--- config.mk ---
export PLATFORM = sky130hd
export DESIGN_NAME = bst_ram
export DESIGN_NICKNAME = d
export VERILOG_FILES = /design/src/rtl/core/bst_ram.sv
export SDC_FILE = /design/constraint.sdc
export NUM_CORES = 2
export LEC_CHECK = 0
export ABC_AREA = 0
export BUFFER_PORTS_ARGS = -buffer_cell sky130_fd_sc_hd__buf_2
export CORE_MARGIN = 2
export CORE_UTILIZATION = 50
export CTS_BUF_LIST = sky130_fd_sc_hd__clkbuf_4
export CTS_CLUSTER_SIZE = 10
export DETAILED_ROUTE_END_ITERATION = 10
export HOLD_SLACK_MARGIN = 0.12
export PLACE_DENSITY = 0.74
export SLEW_MARGIN = 25
export SYNTH_ARGS = -nofsm -noshare
export SYNTH_HDL_FRONTEND = slang
export SYNTH_SLANG_ARGS = --single-unit
--- constraint.sdc ---
create_clock -name clk -period 9.65 [get_ports clk]
set_clock_uncertainty 0.2 [all_clocks]
set_input_delay 1.93 -clock clk [delete_from_list [all_inputs] [get_ports clk]]
set_output_delay 1.93 -clock clk [all_outputs]
set_load 0.01 [all_outputs]
--- src/rtl/core/bst_ram.sv ---
// simple dual port synchronous ram with registered read
`timescale 1ns / 1ps

module bst_ram #(
	parameter int DEPTH = 64,
	parameter int WIDTH = 32
) (
	input  logic                     clk,
	input  logic                     we,
	input  logic [$clog2(DEPTH)-1:0] waddr,
	input  logic [WIDTH-1:0]         wdata,
	input  logic                     re,
	input  logic [$clog2(DEPTH)-1:0] raddr,
	output logic [WIDTH-1:0]         rdata
);

	logic [WIDTH-1:0] mem_q [DEPTH];

	// write port
	always_ff @(posedge clk) begin
		if (we) begin
			mem_q[waddr] <= wdata;
		end
	end

	// read port, registered
	always_ff @(posedge clk) begin
		if (re) begin
			rdata <= mem_q[raddr];
		end
	end

endmodule

==> results.py <==
metrics = {
    "global_routing": {
        "grt_first_pass_wirelength_um": 279000,
        "largest_net_degree_at_the_start_of_global_routing": 108,
        "antenna_found_initial": 23,
        "number_of_global_route_vias_before_repair": 39900,
        "grtUsageTotal": 0.244,
        "aggregate_global_routing_overflow": 0,
    },
    "timing": {
        "slew_margin_rel": 0.272,
        "final_period_util": 0.492,
        "hold_viol": 0,
        "period_needed_ns": 4.75,
        "fmax_ghz": 0.211,
        "unrepaired_setup_endpoints_after_global_routing": "false",
        "setup_viol_count_final": 0,
        "final_tns_setup_ns": 0,
        "tightestPinTransition_ns": 1.09,
        "report.final.slew_viol_count": 0,
        "worst_case_setup_margin_in_the_final_layout_ns": 4.90,
    },
    "cts": {
        "cts-buffers-inserted": 533,
        "cts_post_setup_buffers_inserted": 0,
        "cts_tree": "built",
        "clk_pin_slew_worst_paths_ns": 0.06,
        "clockBufferDepth": 4,
        "h_tree_depth": 6,
        "cts-hold-fix-buffers": 0,
        "post_cts.resized_instances": 0,
        "cts_num_sinks": 2080,
        "worstSkewPairLatency_ns": 1.35,
        "clk_root_buffer_cell": "clkbuf_4",
    },
    "routing": {
        "dr_total_vias": 39100,
        "firstDrtPassIters": 5,
        "routed_wire_length_per_instance_um": 31.3,
        "first_iter_violations": 5232,
        "via_per_inst": 6.26,
        "wl_um": 195000,
        "drc_errors": 0,
        "ant_nets": 0,
    },
    "placed_design": {
        "place.detailed.instances": 5385,
        "globalplace.congestion": 0.809,
        "post-dp-hpwl_um": 104000,
        "io_buffer_count": 78,
        "preCtsSetupSlack_ns": 3.64,
    },
    "worst_setup_path": {
        "cp_data_required_time_ns": 10.46,
        "worst_setup_path_end_kind": "flip-flop",
        "worst-r2r-setup-slack_ns": 6.88,
        "worstSetupPathType": "in2reg",
        "crit_start_category": "input port",
        "cp.arrival_ns": 5.56,
        "path_max_fanout": 90,
    },
    "cells_and_area": {
        "fillers": 11200,
        "num-nets-final": 3909,
        "layout_overhead_on_the_synthesized_area_pct": 12.5,
        "drive_above_1_share": 0.378,
        "finalNonFillerCells": 6248,
        "post-route-util": 0.567,
    },
    "die": {
        "std_cell_rows": 145,
        "die-area_um2": 161000,
        "initial_cell_density_of_the_core": 0.504,
        "floorplan.die.height_um": 401,
        "floorplan.die.width_um": 401,
        "boundaryPins": 79,
        "core_area_um2": 156000,
    },
    "synth": {
        "synth_area_um2": 78800,
        "main_area_contributors_after_synthesis": "edfxtp_1, mux4_2, mux2i_1",
        "postSynthRegisterBits": 2080,
        "postSynthCellCount": 3324,
        "post_synth_edffs": 2080,
        "ys_async_sr_fraction": 0,
        "post-synth-top-area-cell": "edfxtp_1",
        "synth.yosys.warnings": 0,
        "yosysMostFrequentCell": "edfxtp_1",
        "synth_top_area_share": 0.792,
        "synth.yosys.seq_area_share": 0.792,
        "yosysUniqueCellTypes": 33,
        "commonest_cells_in_the_netlist": "edfxtp_1, mux4_2, nor2_1",
        "postSynthNetCount": 3371,
        "ys_dominant_reg_cell": "edfxtp_1",
        "syn_area_per_cell_um2": 23.7,
    },
    "pwr": {
        "cellLeakagePower_nw": 28.1,
        "peakVddDrop_mv": 0.146,
        "power_per_standard_cell_area_nw_per_um2": 203,
    },
    "min_path": {
        "min_path_type": "reg2reg",
    },
    "outcome": {
        "outcome": "complete, no violations",
    },
    "job": {
        "cap_violations": 0,
    },
}
[placed cells by master (no fill, tap or decap), types with 3 or more instances in the layout]
| cell type | n |
|---|---|
| a21oi_1 | 62 |
| a22oi_1 | 12 |
| a311oi_1 | 8 |
| a41o_1 | 4 |
| and3_1 | 4 |
| buf_12 | 9 |
| buf_2 | 51 |
| buf_4 | 122 |
| buf_8 | 3 |
| bufinv_16 | 10 |
| clkbuf_4 | 742 |
| clkinv_1 | 71 |
| clkinv_2 | 6 |
| clkinvlp_4 | 4 |
| diode_2 | 15 |
| edfxtp_1 | 2080 |
| inv_2 | 15 |
| mux2i_1 | 93 |
| mux4_2 | 544 |
| nand2_1 | 26 |
| nand2b_1 | 7 |
| nand3_1 | 5 |
| nand3b_1 | 5 |
| nor2_1 | 75 |
| nor2_4 | 62 |
| nor2b_1 | 14 |
| nor3_1 | 5 |
| o221ai_1 | 27 |
| o22ai_1 | 84 |
| o32ai_1 | 4 |
| or3_1 | 3 |
| or3b_2 | 3 |
[worst paths after layout]
kind | startpoint | to | cells past startpoint
setup reg to reg | mem_q[14][30]$_DFFE_PP_ | rdata[30]$_DFFE_PP_ | 4
hold / removal | mem_q[12][4]$_DFFE_PP_ | rdata[4]$_DFFE_PP_ | 4
hold reg to reg | mem_q[12][4]$_DFFE_PP_ | rdata[4]$_DFFE_PP_ | 4
setup / recovery | raddr[1] | rdata[17]$_DFFE_PP_ | 8
[power breakdown]
part | switching, mW | internal, mW | total [mW] | leakage (nW)
sequential | 0.0386 | 10.0 | 10.1 | 18.7
clock | 3.34 | 3.78 | 7.12 | 3.75
combinational | 0.547 | 0.322 | 0.869 | 5.61
[metal layers]
layer	track usage	share of wire
met1	0.327	0.37
met2	0.377	0.48
met3	0.0753	0.12
met4	0.0996	0.035
met5	0	0.00077
[cells by family (layout without fill, tap and decap cells)]
group                  Yosys count  after routing  synth area share
buffers and inverters          182           1033            0.0112
DFF                           2080           2080             0.792
muxes                          637            637             0.167
other                            0             15                 0
AOI/OAI and AO/OA              202            202            0.0167
and+or+nand+nor                223            223            0.0126
[registers in the layout, indices dropped and copies added, names as in the netlist]
| register | cells |
|---|---|
| mem_q | 2048 |
| rdata | 32 |
[area by class of cell]
type                       instances  area [µm²]  area share
antenna                           15        37.5    0.000423
clock buffer                     742        5570      0.0628
clock inverter                   106         683     0.00770
multi-input combinational       1062       16000       0.180
sequential                      2080       62500       0.704
tap                             2058        2570      0.0290
timing repair buffer             185        1400      0.0157
[stage by stage]
stage               hold slack, ns  total power [mW]  cell area (µm²)
floorplan                    0.550              10.7            78800
global placement             0.566              11.1            82300
detailed placement           0.598              11.1            82400
CTS                          0.598              18.2            88600
global route                 0.637              18.7            88700
finish                       0.605              18.0            88700
[worst max-delay path, stage by stage]
cell and delay, ns:
buf_8 0.39, buf_12 0.58, buf_4 0.62, nor2b_1 0.58, a22oi_1 0.13, and3_1 0.20
o32ai_1 0.85, nor3_1 0.10
Note: power is estimated with default switching activity, not from simulation.
